## src/rtl/core/keyed_variable_table_assert.svh

```systemverilog
// ----------------------------------------------------------------------------
// Keyed variable table assertion macros
// Shared concurrent assertion forms, compiled out for synthesis.
// ----------------------------------------------------------------------------
`ifndef KEYED_VARIABLE_TABLE_ASSERT_SVH
`define KEYED_VARIABLE_TABLE_ASSERT_SVH
`ifndef SYNTHESIS
`define KVT_ASSERT(name, clock, resetn, prop, msg) \
	name: assert property (@(posedge clock) disable iff (!resetn) prop) else $error(msg);
`define KVT_NEVER(name, clock, resetn, expr, msg) \
	name: assert property (@(posedge clock) disable iff (!resetn) !(expr)) else $error(msg);
`else
`define KVT_ASSERT(name, clock, resetn, prop, msg)
`define KVT_NEVER(name, clock, resetn, expr, msg)
`endif
`endif

```

## src/rtl/core/kvt_pkg.sv

```systemverilog
// ----------------------------------------------------------------------------
// Keyed variable table package
// Field widths, register indexes and controller/datapath interface types.
// ----------------------------------------------------------------------------
package kvt_pkg;

	localparam int KEY_W      = 8;
	localparam int DATA_W     = 32;
	localparam int ADDR_W     = 21;
	localparam int SLOT_W     = 13;
	localparam int CFG_IDX_W  = 1;
	localparam int CFG_DATA_W = 21;

	localparam logic [CFG_IDX_W-1:0] REG_FLASH_BASE = 1'b0;
	localparam logic [CFG_IDX_W-1:0] REG_SLOT_SIZE  = 1'b1;

	localparam logic [SLOT_W-1:0] SLOT_SIZE_RESET = 13'd256;

	localparam logic ACT_INSERT = 1'b0;
	localparam logic ACT_SELECT = 1'b1;

	typedef struct packed {
		logic load;
		logic scan;
		logic commit;
	} kvt_cmd_t;

	typedef struct packed {
		logic scan_last;
	} kvt_sts_t;

endpackage

```

## src/rtl/core/kvt_ctrl.sv

```systemverilog
// ----------------------------------------------------------------------------
// Keyed variable table controller
// Sequences one transaction: load, row scan, pipeline drain and commit.
// ----------------------------------------------------------------------------
`include "keyed_variable_table_assert.svh"

module kvt_ctrl import kvt_pkg::*; (
	input  logic     clk,
	input  logic     arst_n,
	input  logic     start,
	input  kvt_sts_t sts,
	output kvt_cmd_t cmd,
	output logic     busy
);

	localparam logic [1:0] ST_IDLE   = 2'd0;
	localparam logic [1:0] ST_SCAN   = 2'd1;
	localparam logic [1:0] ST_DRAIN  = 2'd2;
	localparam logic [1:0] ST_COMMIT = 2'd3;

	logic [1:0] state_q;
	logic [1:0] state_nxt;

	always_comb begin
		state_nxt  = state_q;
		cmd.load   = 1'b0;
		cmd.scan   = 1'b0;
		cmd.commit = 1'b0;
		unique case (state_q)
			ST_IDLE: begin
				if (start) begin
					cmd.load  = 1'b1;
					state_nxt = ST_SCAN;
				end
			end
			ST_SCAN: begin
				cmd.scan = 1'b1;
				if (sts.scan_last) begin
					state_nxt = ST_DRAIN;
				end
			end
			// The compare of the last row read happens in this cycle.
			ST_DRAIN: begin
				state_nxt = ST_COMMIT;
			end
			ST_COMMIT: begin
				cmd.commit = 1'b1;
				state_nxt  = ST_IDLE;
			end
			default: begin
				state_nxt = ST_IDLE;
			end
		endcase
	end

	always_ff @(posedge clk or negedge arst_n) begin
		if (!arst_n) begin
			state_q <= ST_IDLE;
		end else begin
			state_q <= state_nxt;
		end
	end

	assign busy = (state_q != ST_IDLE);

	`KVT_NEVER(a_cmd_onehot, clk, arst_n, !$onehot0({cmd.load, cmd.scan, cmd.commit}), "more than one command at once")
	`KVT_ASSERT(a_load_then_scan, clk, arst_n, cmd.load |=> cmd.scan, "load not followed by scan")
	`KVT_ASSERT(a_commit_then_idle, clk, arst_n, cmd.commit |=> !busy, "busy after commit")

endmodule

```

## src/rtl/core/kvt_dpath.sv

```systemverilog
// ----------------------------------------------------------------------------
// Keyed variable table datapath
// Row memory, valid bits, row scan compare, flash address and result register.
// ----------------------------------------------------------------------------
`include "keyed_variable_table_assert.svh"

module kvt_dpath import kvt_pkg::*; #(
	parameter int ROW_COUNT  = 16,
	parameter int VALUE_BITS = 32
) (
	input  logic                    clk,
	input  logic                    arst_n,
	input  kvt_cmd_t                cmd,
	output kvt_sts_t                sts,
	input  logic                    cfg_write,
	input  logic [CFG_IDX_W-1:0]    cfg_index,
	input  logic [CFG_DATA_W-1:0]   cfg_data,
	input  logic                    action,
	input  logic [KEY_W-1:0]        lookup_key,
	input  logic signed [DATA_W-1:0] write_data,
	input  logic                    write_save_flag,
	input  logic                    write_readable,
	output logic                    done,
	output logic                    success,
	output logic signed [DATA_W-1:0] read_data,
	output logic                    read_save_flag,
	output logic                    read_readable,
	output logic                    flash_write_request,
	output logic [ADDR_W-1:0]       flash_write_address
);

	localparam int IDX_W = (ROW_COUNT > 1) ? $clog2(ROW_COUNT) : 1;
	localparam int VAL_W = VALUE_BITS + 2;

	// Configuration registers.
	logic [ADDR_W-1:0] base_q;
	logic [SLOT_W-1:0] slot_q;

	// Captured transaction.
	logic                  action_q;
	logic [KEY_W-1:0]      key_q;
	logic [VALUE_BITS-1:0] data_q;
	logic                  save_q;
	logic                  readable_q;
	logic [ADDR_W-1:0]     prod_q;

	// Row storage.
	logic [ROW_COUNT-1:0] valid_q;
	logic [KEY_W-1:0]     key_mem [ROW_COUNT];
	logic [VAL_W-1:0]     val_mem [ROW_COUNT];

	// Scan pipeline.
	logic [IDX_W-1:0] scan_idx_q;
	logic [IDX_W-1:0] idx_s1;
	logic [KEY_W-1:0] rd_key_s1;
	logic [VAL_W-1:0] rd_val_s1;
	logic             cmp_s1;

	// Scan results.
	logic             match_found_q;
	logic [IDX_W-1:0] match_idx_q;
	logic [VAL_W-1:0] match_val_q;
	logic             free_found_q;
	logic [IDX_W-1:0] free_idx_q;

	// Result registers.
	logic                  done_q;
	logic                  success_q;
	logic [DATA_W-1:0]     read_data_q;
	logic                  read_save_q;
	logic                  read_readable_q;
	logic                  flash_req_q;
	logic [ADDR_W-1:0]     flash_addr_q;

	logic             hit;
	logic             ins_ok;
	logic             sel_ok;
	logic [IDX_W-1:0] row_sel;
	logic [63:0]      data_ext;

	always_ff @(posedge clk or negedge arst_n) begin
		if (!arst_n) begin
			base_q <= '0;
			slot_q <= SLOT_SIZE_RESET;
		end else if (cfg_write) begin
			unique case (cfg_index)
				REG_FLASH_BASE: base_q <= cfg_data[ADDR_W-1:0];
				REG_SLOT_SIZE:  slot_q <= cfg_data[SLOT_W-1:0];
				default: ;
			endcase
		end
	end

	always_ff @(posedge clk) begin
		if (cmd.load) begin
			action_q   <= action;
			key_q      <= lookup_key;
			data_q     <= VALUE_BITS'(64'($unsigned(write_data)));
			save_q     <= write_save_flag;
			readable_q <= write_readable;
			prod_q     <= {{(ADDR_W-KEY_W){1'b0}}, lookup_key} *
				{{(ADDR_W-SLOT_W){1'b0}}, slot_q};
		end
	end

	assign sts.scan_last = (scan_idx_q == IDX_W'(ROW_COUNT - 1));

	always_ff @(posedge clk or negedge arst_n) begin
		if (!arst_n) begin
			scan_idx_q <= '0;
			cmp_s1     <= 1'b0;
		end else begin
			cmp_s1 <= cmd.scan;
			if (cmd.load) begin
				scan_idx_q <= '0;
			end else if (cmd.scan && !sts.scan_last) begin
				scan_idx_q <= scan_idx_q + IDX_W'(1);
			end
		end
	end

	always_ff @(posedge clk) begin
		if (cmd.scan) begin
			rd_key_s1 <= key_mem[scan_idx_q];
			rd_val_s1 <= val_mem[scan_idx_q];
			idx_s1    <= scan_idx_q;
		end
	end

	assign hit = valid_q[idx_s1] && (rd_key_s1 == key_q);

	// The scan runs in ascending row order, so the first hit and the first
	// free row found are the lowest-numbered ones.
	always_ff @(posedge clk or negedge arst_n) begin
		if (!arst_n) begin
			match_found_q <= 1'b0;
			free_found_q  <= 1'b0;
		end else if (cmd.load) begin
			match_found_q <= 1'b0;
			free_found_q  <= 1'b0;
		end else if (cmp_s1) begin
			if (hit && !match_found_q) begin
				match_found_q <= 1'b1;
			end
			if (!valid_q[idx_s1] && !free_found_q) begin
				free_found_q <= 1'b1;
			end
		end
	end

	always_ff @(posedge clk) begin
		if (cmp_s1 && hit && !match_found_q) begin
			match_idx_q <= idx_s1;
			match_val_q <= rd_val_s1;
		end
		if (cmp_s1 && !valid_q[idx_s1] && !free_found_q) begin
			free_idx_q <= idx_s1;
		end
	end

	assign row_sel = match_found_q ? match_idx_q : free_idx_q;
	assign ins_ok  = match_found_q || free_found_q;
	assign sel_ok  = match_found_q && match_val_q[VALUE_BITS+1];
	assign data_ext = {{(64-VALUE_BITS){match_val_q[VALUE_BITS-1]}},
		match_val_q[VALUE_BITS-1:0]};

	always_ff @(posedge clk or negedge arst_n) begin
		if (!arst_n) begin
			valid_q <= '0;
		end else if (cmd.commit && (action_q == ACT_INSERT) && ins_ok) begin
			valid_q[row_sel] <= 1'b1;
		end
	end

	always_ff @(posedge clk) begin
		if (cmd.commit && (action_q == ACT_INSERT) && ins_ok) begin
			key_mem[row_sel] <= key_q;
			val_mem[row_sel] <= {readable_q, save_q, data_q};
		end
	end

	always_ff @(posedge clk or negedge arst_n) begin
		if (!arst_n) begin
			done_q <= 1'b0;
		end else begin
			done_q <= cmd.commit;
		end
	end

	always_ff @(posedge clk) begin
		if (cmd.commit) begin
			if (action_q == ACT_INSERT) begin
				success_q       <= ins_ok;
				read_data_q     <= '0;
				read_save_q     <= 1'b0;
				read_readable_q <= 1'b0;
				flash_req_q     <= ins_ok && save_q;
				flash_addr_q    <= (ins_ok && save_q) ? (base_q + prod_q) : '0;
			end else begin
				success_q       <= sel_ok;
				read_data_q     <= sel_ok ? data_ext[DATA_W-1:0] : '0;
				read_save_q     <= sel_ok && match_val_q[VALUE_BITS];
				read_readable_q <= sel_ok;
				flash_req_q     <= 1'b0;
				flash_addr_q    <= '0;
			end
		end
	end

	assign done                = done_q;
	assign success             = success_q;
	assign read_data           = read_data_q;
	assign read_save_flag      = read_save_q;
	assign read_readable       = read_readable_q;
	assign flash_write_request = flash_req_q;
	assign flash_write_address = flash_addr_q;

	`KVT_ASSERT(a_commit_done, clk, arst_n, cmd.commit |=> done_q, "commit without result strobe")
	`KVT_NEVER(a_free_row_valid, clk, arst_n, cmd.commit && free_found_q && valid_q[free_idx_q], "free row already valid at commit")
	`KVT_NEVER(a_flash_on_fail, clk, arst_n, done_q && flash_req_q && (!success_q || read_readable_q), "flash request without successful insert")

endmodule

```

## src/rtl/core/keyed_variable_table.sv

```systemverilog
// ----------------------------------------------------------------------------
// Keyed variable table
// Keyed table of value words with insert/update, select and flash requests.
// ----------------------------------------------------------------------------
// Usage:
// A transaction is taken at a clock edge where start is high and busy is low.
// action selects insert/update (0) or select (1); lookup_key is the row key.
// Each transaction gives exactly one result: done is high for one cycle and
// success, the read fields and the flash request fields are valid with it.
// The receiver cannot stall; the result must be taken in that cycle.
// From the accepting edge a transaction passes through the row scan, the
// compare, the commit and the result register, and a new transaction can
// start in the result cycle. The row scan reads one row of the row memory
// per cycle through its single read port.
// Registers are written through cfg_write/cfg_index/cfg_data; the user must
// write them only while idle, which the block itself does not enforce.
// Reset clears all rows to empty, the flash base to 0 and the slot size to
// 256; no clearing pass is needed.
// ----------------------------------------------------------------------------
module keyed_variable_table import kvt_pkg::*; #(
	parameter int ROW_COUNT  = 16,
	parameter int VALUE_BITS = 32
) (
	input  logic                     clk,
	input  logic                     arst_n,
	input  logic                     start,
	output logic                     busy,
	input  logic                     action,
	input  logic [KEY_W-1:0]         lookup_key,
	input  logic signed [DATA_W-1:0] write_data,
	input  logic                     write_save_flag,
	input  logic                     write_readable,
	output logic                     done,
	output logic                     success,
	output logic signed [DATA_W-1:0] read_data,
	output logic                     read_save_flag,
	output logic                     read_readable,
	output logic                     flash_write_request,
	output logic [ADDR_W-1:0]        flash_write_address,
	input  logic                     cfg_write,
	input  logic [CFG_IDX_W-1:0]     cfg_index,
	input  logic [CFG_DATA_W-1:0]    cfg_data
);

	kvt_cmd_t cmd;
	kvt_sts_t sts;

	kvt_ctrl u_ctrl (
		.clk    (clk),
		.arst_n (arst_n),
		.start  (start),
		.sts    (sts),
		.cmd    (cmd),
		.busy   (busy)
	);

	kvt_dpath #(
		.ROW_COUNT  (ROW_COUNT),
		.VALUE_BITS (VALUE_BITS)
	) u_dpath (
		.clk                 (clk),
		.arst_n              (arst_n),
		.cmd                 (cmd),
		.sts                 (sts),
		.cfg_write           (cfg_write),
		.cfg_index           (cfg_index),
		.cfg_data            (cfg_data),
		.action              (action),
		.lookup_key          (lookup_key),
		.write_data          (write_data),
		.write_save_flag     (write_save_flag),
		.write_readable      (write_readable),
		.done                (done),
		.success             (success),
		.read_data           (read_data),
		.read_save_flag      (read_save_flag),
		.read_readable       (read_readable),
		.flash_write_request (flash_write_request),
		.flash_write_address (flash_write_address)
	);

endmodule
```

## config.mk

```make
export PLATFORM = sky130hd
export DESIGN_NAME = keyed_variable_table
export DESIGN_NICKNAME = d
export VERILOG_FILES = /design/src/rtl/core/kvt_pkg.sv /design/src/rtl/core/kvt_ctrl.sv /design/src/rtl/core/kvt_dpath.sv /design/src/rtl/core/keyed_variable_table.sv
export VERILOG_INCLUDE_DIRS = /design/src /design/src/rtl/core
export SDC_FILE = /design/constraint.sdc
export NUM_CORES = 1
export LEC_CHECK = 0
export BUFFER_PORTS_ARGS = -buffer_cell sky130_fd_sc_hd__buf_4
export CORE_UTILIZATION = 55
export CTS_CLUSTER_DIAMETER = 40
export DETAILED_ROUTE_END_ITERATION = 16
export GPL_TIMING_DRIVEN = 0
export PLACE_DENSITY_LB_ADDON = 0.3
export SLEW_MARGIN = 15
export SYNTH_ARGS = -nofsm -noshare
export SYNTH_HDL_FRONTEND = slang
export SYNTH_SLANG_ARGS = --single-unit
```

## constraint.sdc

```tcl
create_clock -name clk -period 6.65 [get_ports clk]
set_clock_uncertainty 0.05 [all_clocks]
set_input_delay 1.33 -clock clk [delete_from_list [all_inputs] [get_ports clk]]
set_output_delay 1.33 -clock clk [all_outputs]
set_load 0.03 [all_outputs]
```

# After elaboration in Yosys (flattened, before gate mapping)
# Memories as Yosys holds them, arrays and structs flattened. A register that Yosys moved wholly into a read port is not among the register bits.
# Index checks and enable logic that the tools add are counted.
totals:
  out_inout_bits: 59
  regBits: 227
  ram_bits: 672
  wordCells: 99
  mem_count: 2
  in_bits: 69
memory_table:
  columns: ["name", "depth", "word_bits", "read_ports", "rd_clocked_by_memory_dff", "write_ports", "line_no", "rtl"]
  rows:
  - ["u_dpath.val_mem", 16, 34, 1, 1, 1, "kvt_dpath.sv:50", "logic [VAL_W-1:0] val_mem [ROW_COUNT];"]
  - ["u_dpath.key_mem", 16, 8, 1, 1, 1, "kvt_dpath.sv:49", "logic [KEY_W-1:0] key_mem [ROW_COUNT];"]
classes:
  mux: 23
  bitwise_logic: 4
  reduce_logical: 32
  mul: 1
  add_sub_neg: 2
  n_eq_ne: 7
  n_lt_le_gt_ge: 3
op_table:
  columns: ["cell", "n"]
  rows:
  - ["$add 21x21->21", 1]
  - ["$mul 8x13->21", 1]
  - ["$or 16x16->16", 1]
  - ["$mux 1", 15]
  - ["$logic_and 1x1->1", 14]
  - ["$mux 4", 3]
  - ["$reduce_and 2->1", 6]
  - ["$lt 4x5->1 const B", 2]
  - ["$reduce_bool 2->1", 5]
  - ["$eq 8x8->1", 1]
  - ["$pmux 2 s4", 1]
  - ["$add 4x1->4 const B", 1]
  - ["$bmux 1 s4", 1]
  - ["$demux 1 s4", 1]
  - ["$eq 2x2->1 const B", 2]
  - ["$eq 4x4->1 const B", 1]
  - ["$ge 4x1->1 const B", 1]
  - ["$logic_not 1->1", 4]
  - ["$mux 2", 2]
  - ["$not 1->1", 3]
  - ["$eq 2x1->1 const B", 1]
  - ["$logic_not 2->1", 1]
  - ["$ne 2x1->1 const B", 1]
  - ["$ne 2x2->1 const B", 1]
  - ["2 further kinds", 2]

# Longest topological paths before layout
# Gate-level depths: netlist of run 1.
depth:
  ltp_word: 7
  ltp_mapped: 18
  depth_no_buf: 17

# Cells and area by module
# Synthesis of run 1 repeated with hierarchy kept, for this count alone.
unflattened:
  cells_unflattened: 1956
  area_unflattened_um2: 38834.7
by_module_without_submodules:
  columns: ["mod", "instances", "cells_per_inst", "seq_area_each_um2", "area_per_inst_um2"]
  rows:
  - ["kvt_dpath", 1, 1940, 27908.0, 38663.3]
  - ["kvt_ctrl", 1, 16, 50.0, 171.4]

# Worst setup path after synthesis of run 1
# Ideal clock, no wire load.
synth_path:
  path_kind: "input -> register"
  start: "input port lookup_key[5]"
  end: "register u_dpath.prod_q[19], data pin"
  t_required_ns: 6.329
  setup_time_ns: 0.271
  t_arrival_ns: 4.987
  slack_ns: 1.342
  n_path_buf: 2
  path_stages: 18
  path_cell_list: "clkbuf_1 > and2_1 > fa_1 > inv_1 > fa_1 > inv_1 > fa_1 > inv_1 > fa_1 > inv_1 > ha_1 > and3_1 > clkbuf_1 > nand3_1 > o21ai_0 > nor3b_1 > mux2i_1 > o2111ai_1"
synth_between:
  elab_chain_len: 1
synth_lines:
  columns: ["item", "line_no", "rtl"]
  rows:
  - ["from (decl)", "keyed_variable_table.sv:29", "input logic [KEY_W-1:0] lookup_key,"]
  - ["$mul 8x13->21", "kvt_dpath.sv:101", "prod_q <= {{(ADDR_W-KEY_W){1'b0}}, lookup_key} *"]
  - ["to (signal assigned)", "kvt_dpath.sv:101", null]
  - ["to (decl)", "kvt_dpath.sv:45", "logic [ADDR_W-1:0] prod_q;"]
# Every way passes these cells.
# A chain may end at the register's enable or synchronous reset.

# Worst setup path in the final report of run 1
layout_path:
  start: "input port lookup_key[2]"
  end: "register u_dpath.prod_q[20], data pin"
# Same word-level chain as after synthesis.

==> metrics.txt, run 1 <==
status=completed; later-pin clock latency in the skew report=680 ps; detailed-router iteration count before antenna repair=6; H-tree depth=3; Final Power=0.0194 W; internal power=0.0132 W; Clock Power Share=29.5%; fin util=65.3%; Synth area leaders=edfxtp_1 68%, mux4_2 9.7%, dfrtp_1 3.8%; cts bufs inserted=109; IO buf count=127; fmax=177 MHz; r2r worst-path depth=15; Leak Pwr=15.8 nW; area share of the largest cell type after synthesis=67.7%; Bufs on Longest Clock Path=3; CTS clk-pin slew, worst paths=60 ps; Tmin final=5650 ps; global route total overflow=0; Tcrit/Tclk final=84.9%; Setup WS post-layout=1000 ps; initial DRC count=1976; vias in the first global route=21.2k; post_cts resized=0; nets@finish=2565; Synth Register Bits=941; fin. max-slew vios=0; Routed WL=86.1 mm; worst slack, placed=425 ps; I/O Pins=128; first-pass GRT wire length=130 mm; Yosys warnings=0; chip width=268 um; root buf cell=clkbuf_16; largest net degree at the start of global routing=61; full die area=72100 um2; PwrDens=423 nW/um2; Netlist cell types=58; Hold Path Depth=0; synth cell count leaders=881 x edfxtp_1, 169 x mux4_2, 121 x and2_1; Hold Path Class=reg -> reg; hold slack=351 ps; Critical Path End Type=flop; # rows=97; sequential share of the synthesized area=71.6%; die span in y=268 um; cts hold-fix bufs=0; Async SR Flop Fraction=6.38%; DR WL/cell=25.4 um; final number of setup-violating endpoints=0; Synth-to-Final Area Change=17.3%; final hold violations=0; CTS Sinks=941; gate count after technology mapping=2083; RSZ-0062 raised after global routing=no; Post-synth EDFFs=881; crit path max fanout=10; GRT Util Overall=24.7%; Net Sw Power=0.00616 W; Sw Ratio=31.8%; Placer Congestion=0.842; Critical Path Start Type=input pin; crit path kind=in -> reg; CTS tree=built; Flop pwr share=40.3%; ANT nets after route=0; Setup Fix Bufs, Post-CTS=0; DRC viols=0; Post-Syn Area=39100 um2; Main synth FF type=edfxtp_1; Layout Cells excl Fill=3393; Fillers=4632; Synth Area per Inst=18.7 um2; Critical Path RT=7030 ps; via count=20.2k; core area=70100 um2; DP HPWL=55.7 mm; largest area contributor in the netlist=edfxtp_1; Max Cap Viol=0; Starting Density=55.7%; Comb power frac=30.2%; count leader, synth=edfxtp_1; Least-Margin Pin Slew=1080 ps; peak supply drop=0.000326 V; critical path arrival=6030 ps; initial antenna violation count=1; Cells after DPL=3191; Rel. slew slack=27.4%; syn nets=2286; mean number of vias per cell=5.94; share of cells above drive strength 1=25.0%
## worst paths after layout
path / slack [ps] / to / start
setup / recovery: 1000 / u_dpath.prod_q[20]$_DFFE_PP_ / lookup_key[2]
hold / removal: 350 / u_dpath.match_val_q[33]$_DFFE_PP_ / u_dpath.rd_val_s1[33]$_DFFE_PP_
setup reg to reg: 1690 / u_dpath.prod_q[20]$_DFFE_PP_ / u_dpath.slot_q[1]$_DFFE_PN0P_
hold reg to reg: 350 / u_dpath.match_val_q[33]$_DFFE_PP_ / u_dpath.rd_val_s1[33]$_DFFE_PP_
max in group asynchronous: 5240 / u_dpath.base_q[3]$_DFFE_PN0P_ / arst_n
min in group asynchronous: 730 / u_dpath.base_q[10]$_DFFE_PN0P_ / arst_n
## registers in the layout, indices dropped and copies added (netlist names), 8 cells and up
register                     flops
u_dpath.val_mem                544
u_dpath.key_mem                128
u_dpath.match_val_q             34
u_dpath.rd_val_s1               34
u_dpath.data_q                  32
u_dpath.read_data               32
u_dpath.base_q                  21
u_dpath.flash_write_address     21
u_dpath.prod_q                  21
u_dpath.valid_q                 16
u_dpath.slot_q                  13
u_dpath.key_q                    8
u_dpath.rd_key_s1                8
## kinds of logic (layout without fill, tap and decap cells)
logic type,count (synthesis),in the layout,synth area share [%]
DFF,941,941,71.6
and+or+nand+nor,341,341,4.74
muxes,256,256,12.3
AOI/OAI and AO/OA,188,188,3.02
buffers and inverters,182,551,1.89
adders and majority gates,134,134,5.58
xor gates and xnor gates,41,41,0.919
other,0,1,0
## placed cells by master (no fill, tap or decap), types with 12 or more instances in the layout
cell and count:
a211oi_1 42, a21o_1 13, a21oi_1 74, a31oi_1 12
and2_1 121, buf_12 15, buf_16 22, buf_2 24
buf_4 132, clkbuf_1 59, clkbuf_16 109, clkinv_1 19
clkinv_2 14, clkinvlp_4 18, dfrtp_1 59, edfxtp_1 881
fa_1 67, ha_1 65, inv_1 97, mux2_2 35
mux2i_1 48, mux4_2 169, nand2_1 48, nor2_1 50
nor2_4 17, nor2b_1 46, o21ai_0 17, or2_2 16
xnor2_1 23, xor2_1 18
## area by class of cell
class | count | area, um2 | area share (%)
well taps | 940 | 1180 | 2.57
clock buffers | 123 | 2800 | 6.11
multi-input cells | 960 | 10500 | 23.0
inverters | 98 | 368 | 0.803
clock inverters | 78 | 696 | 1.52
plain buffers | 84 | 372 | 0.811
flip-flops and latches | 941 | 28000 | 61.0
repair buffers | 168 | 1920 | 4.18
diodes | 1 | 2.50 | 0.00546
## routing by layer
metal | wire [um] | part of all wire (%) | GRT usage, %
met5 | 13 | 0.015 | 0
met4 | 2760 | 3.2 | 8.69
met3 | 5830 | 6.8 | 4.80
met2 | 44900 | 52 | 42.9
met1 | 32600 | 38 | 31.0
## power by group through the flow
stage	clock [W]	sequential, W	combinational [W]
2_1_floorplan	0	0.00796	0.00399
3_3_place_gp	0	0.00792	0.00562
3_5_place_dp	0	0.00792	0.00582
4_1_cts	0.00578	0.00781	0.00593
5_1_grt	0.00599	0.00786	0.00639
6_report	0.00571	0.00781	0.00586
## per-stage QoR
step                setup TNS, ps  cell area [um2]
floorplan                       0            39100
global placement          -802480            41200
detailed placement              0            42300
CTS                             0            45800
global route                    0            45800
finish                          0            45800
## worst max-delay path, stage by stage
cell	delay [ps]
buf_4	120
clkbuf_1	450
nand2_1	160
fa_1	460
fa_1	490
inv_1	50
fa_1	540
inv_1	60
fa_1	490
inv_1	40
ha_1	350
o21a_1	150
o211ai_1	80
a31oi_1	430
o21ai_1	220
mux2i_1	190
a31oi_1	110
xnor2_1	310
(Power assumes the default switching activity.)
==> run 2: changes to the inputs <==
--- a/config.mk
+++ b/config.mk
@@ -6,6 +6,7 @@
 export SDC_FILE = /design/constraint.sdc
 export NUM_CORES = 1
 export LEC_CHECK = 0
+export ABC_AREA = 1
 export BUFFER_PORTS_ARGS = -buffer_cell sky130_fd_sc_hd__buf_4
 export CORE_UTILIZATION = 55
 export CTS_CLUSTER_DIAMETER = 40
==> constraint.sdc (replaced) <==
create_clock -name clk -period 5.3 [get_ports clk]
set_clock_uncertainty 0.05 [all_clocks]
set_input_delay 1.06 -clock clk [delete_from_list [all_inputs] [get_ports clk]]
set_output_delay 1.06 -clock clk [all_outputs]
set_load 0.03 [all_outputs]
==> run 2 against run 1 <==
Worst hold slack improved by 4.8 ps. Sequential share of layout area fell by 1.4 points. Setup slack got worse by 510 ps. Register-to-register slack got worse by 1100 ps. Routed wire length rose by 21%. Combinational power rose by 41%. Global-route usage rose by 3.5 points. Design area rose by 2.3%. Count of clock-buffer cells in the layout rose by 1. Clock power rose by 34%. Synthesized area rose by 3.0%.
==> metrics.txt, run 2 <==
CTS tree=built (unchanged); GRT Util Overall=28.1% (was 24.7%); largest area contributor in the netlist=edfxtp_1 (unchanged); Tcrit/Tclk final=90.7%; Rel. slew slack=20.8% (was 27.4%); Post-Syn Area=40200 um2 (was 39100 um2); largest net degree at the start of global routing=61 (unchanged); fin util=65.1% (was 65.3%); Layout Cells excl Fill=4611 (was 3393); Design Area, Final=46900 um2 (was 45800 um2); mean number of vias per cell=5.81 (was 5.94); final hold violations=0 (unchanged); Synth-to-Final Area Change=16.5% (was 17.3%); Setup Fix Bufs, Post-CTS=0 (unchanged); nets@finish=3768 (was 2565); chip width=272 um (was 268 um); post_cts resized=0 (unchanged); CTS clk-pin slew, worst paths=60 ps (about the same); Fin Setup TNS=0 ps (unchanged); core area=72000 um2 (was 70100 um2); final number of setup-violating endpoints=0 (unchanged); Main synth FF type=edfxtp_1 (unchanged); most flop-heavy register=u_dpath.val_mem (unchanged); count leader, synth=edfxtp_1 (unchanged); # rows=98 (was 97); Largest register FFs=544 (unchanged); R2R Path End=u_dpath.prod_q[20]$_DFFE_PP_ (unchanged); Hold Path Class=reg -> reg (unchanged); I/O Pins=128 (unchanged); synth cell count leaders=881 x edfxtp_1, 621 x nor2_1, 395 x nand2_1 (was 881 x edfxtp_1, 169 x mux4_2, 121 x and2_1); Bufs on Longest Clock Path=3 (unchanged); initial DRC count=3190 (was 1976); Tmin final=4810 ps; DRC viols=0 (unchanged); ANT nets after route=0 (unchanged); syn nets=3501 (was 2286); die span in y=272 um (was 268 um); hold slack=356 ps (was 351 ps); Synth Area per Inst=12.2 um2 (was 18.7 um2); Leak Pwr=17.7 nW (was 15.8 nW); DP Area=43100 um2 (was 42300 um2); ant diodes=0 (was 1); Synth Register Bits=941 (unchanged); reg2reg start=u_dpath.slot_q[8]$_DFFE_PN1P_ (was u_dpath.slot_q[1]$_DFFE_PN0P_); fin. max-slew vios=0 (unchanged); Worst Hold End=u_dpath.match_val_q[32]$_DFFE_PP_ (was u_dpath.match_val_q[33]$_DFFE_PP_); most frequent cells in the layout=881 x edfxtp_1, 605 x nor2_1, 395 x nand2_1 (was 881 x edfxtp_1, 169 x mux4_2, 132 x buf_4); DP HPWL=70.7 mm (was 55.7 mm); Max Cap Viol=0 (unchanged); via count=26.8k (was 20.2k); Critical Path End Type=flop (unchanged); multi-input logic area=10500 um2 (about the same); share of cells above drive strength 1=11.9% (was 25.0%); Critical Path RT=5670 ps (was 7030 ps); Least-Margin Pin Slew=1190 ps (was 1080 ps); critical path arrival=5180 ps (was 6030 ps); Yosys warnings=0 (unchanged); Routed WL=104 mm (was 86.1 mm); Critical Path Start Type=input pin (unchanged); Cells after DPL=4402 (was 3191); Hold Path Depth=0 (unchanged); r2r worst-path depth=19 (was 15); hold path start=u_dpath.rd_val_s1[32]$_DFFE_PP_ (was u_dpath.rd_val_s1[33]$_DFFE_PP_); vias in the first global route=26.1k (was 21.2k); area share of the largest cell type after synthesis=65.7% (was 67.7%); Synth area leaders=edfxtp_1 66%, nor2_1 5.8%, nand2_1 3.7% (was edfxtp_1 68%, mux4_2 9.7%, dfrtp_1 3.8%); Starting Density=55.9% (was 55.7%); first-pass GRT wire length=155 mm (was 130 mm); fmax=208 MHz; IO buf count=127 (unchanged); Post-synth EDFFs=881 (unchanged); PwrDens=548 nW/um2 (was 423 nW/um2); reg2reg setup slack=560 ps (was 1690 ps); Fillers=5121 (was 4632); CTS Sinks=941 (unchanged); crit path kind=in -> reg (unchanged); status=completed (unchanged); Async SR Flop Fraction=6.38% (unchanged); crit path max fanout=10 (unchanged); gate count after technology mapping=3298 (was 2083); full die area=74300 um2 (was 72100 um2); Setup crit start=lookup_key[3] (was lookup_key[2]); Placer Congestion=0.889 (was 0.842); later-pin clock latency in the skew report=700 ps (was 680 ps); H-tree depth=3 (unchanged); detailed-router iteration count before antenna repair=5 (was 6); root buf cell=clkbuf_16 (unchanged); RSZ-0062 raised after global routing=no (unchanged); cts hold-fix bufs=0 (unchanged); sequential share of the synthesized area=69.5% (was 71.6%); biggest regs=u_dpath.val_mem: 544 flops, u_dpath.key_mem: 128 flops (unchanged); initial antenna violation count=0 (was 1); global route total overflow=0 (unchanged); register area=28000 um2 (unchanged); DR WL/cell=22.5 um (was 25.4 um); commonest non-fill, non-tap cell in the layout=edfxtp_1 (unchanged); peak supply drop=0.000345 V (was 0.000326 V); cts bufs inserted=111 (was 109); Netlist cell types=39 (was 58)
-- run 2: per-stage QoR --
stage                     power (W)  setup slack (ps)
after floorplan              0.0149               452
after global placement       0.0176             -2200
after detailed placement     0.0179              -156
after CTS                    0.0256               526
after global routing         0.0268               136
final                        0.0257               491
-- run 2: layout make-up --
type | instances | area share, %
Sequential cell | 941 | 59.6
Multi-Input combinational cell | 1881 | 22.5
Clock buffer | 124 | 6.08
Timing Repair Buffer | 154 | 3.27
Tap cell | 950 | 2.54
Inverter | 312 | 2.50
Clock inverter | 85 | 1.95
Buffer | 164 | 1.55
-- run 2: layer usage --
metal	routed length [um]	vias up	track usage, %
met2	49700	1503	46.2
li1	-	12000	-
met4	3870	0	12.0
met3	10300	238	4.68
met5	0	-	0
met1	40000	13000	37.3
-- run 2: report_power, final --
| group | internal [W] | switching, W | total, W |
|---|---|---|---|
| Combinational | 0.00248 | 0.00577 | 0.00825 |
| Sequential | 0.00932 | 0.000451 | 0.00977 |
| Clock | 0.00452 | 0.00314 | 0.00767 |
-- run 2: worst max path at each step --
stage,to,slack (ps),cells after the start
after floorplan,u_dpath.prod_q[19]$_DFFE_PP_,450,17
after global placement,u_dpath.val_mem[0][14]$_DFFE_PP_,-2200,5
after detailed placement,u_dpath.prod_q[19]$_DFFE_PP_,-160,18
after CTS,u_dpath.prod_q[19]$_DFFE_PP_,530,18
after global routing,u_dpath.prod_q[19]$_DFFE_PP_,140,18
final,u_dpath.prod_q[19]$_DFFE_PP_,490,18
-- run 2: worst max-delay path, cell delays in order --
cell      delay (ps)
buf_4            140
clkbuf_1         460
nand2_1          160
fa_1             520
fa_1             550
inv_1             50
fa_1             470
inv_1             50
fa_1             470
inv_1             40
ha_1             330
a21oi_1          180
a21boi_0         300
nor2_1            80
nor2_1           140
nand2_1           70
nand2_1           60
nand2_1           50
-- run 2: kinds of logic (layout without fill, tap and decap cells) --
logic type | count (synthesis) | in the layout | share of synthesized area (%)
and+or+nand+nor | 1160 | 1160 | 11.4
DFF | 941 | 941 | 69.5
AOI/OAI and AO/OA | 559 | 559 | 8.35
buffers and inverters | 476 | 839 | 4.71
adders and majority gates | 134 | 134 | 5.42
xor gates and xnor gates | 20 | 20 | 0.435
muxes | 8 | 8 | 0.224
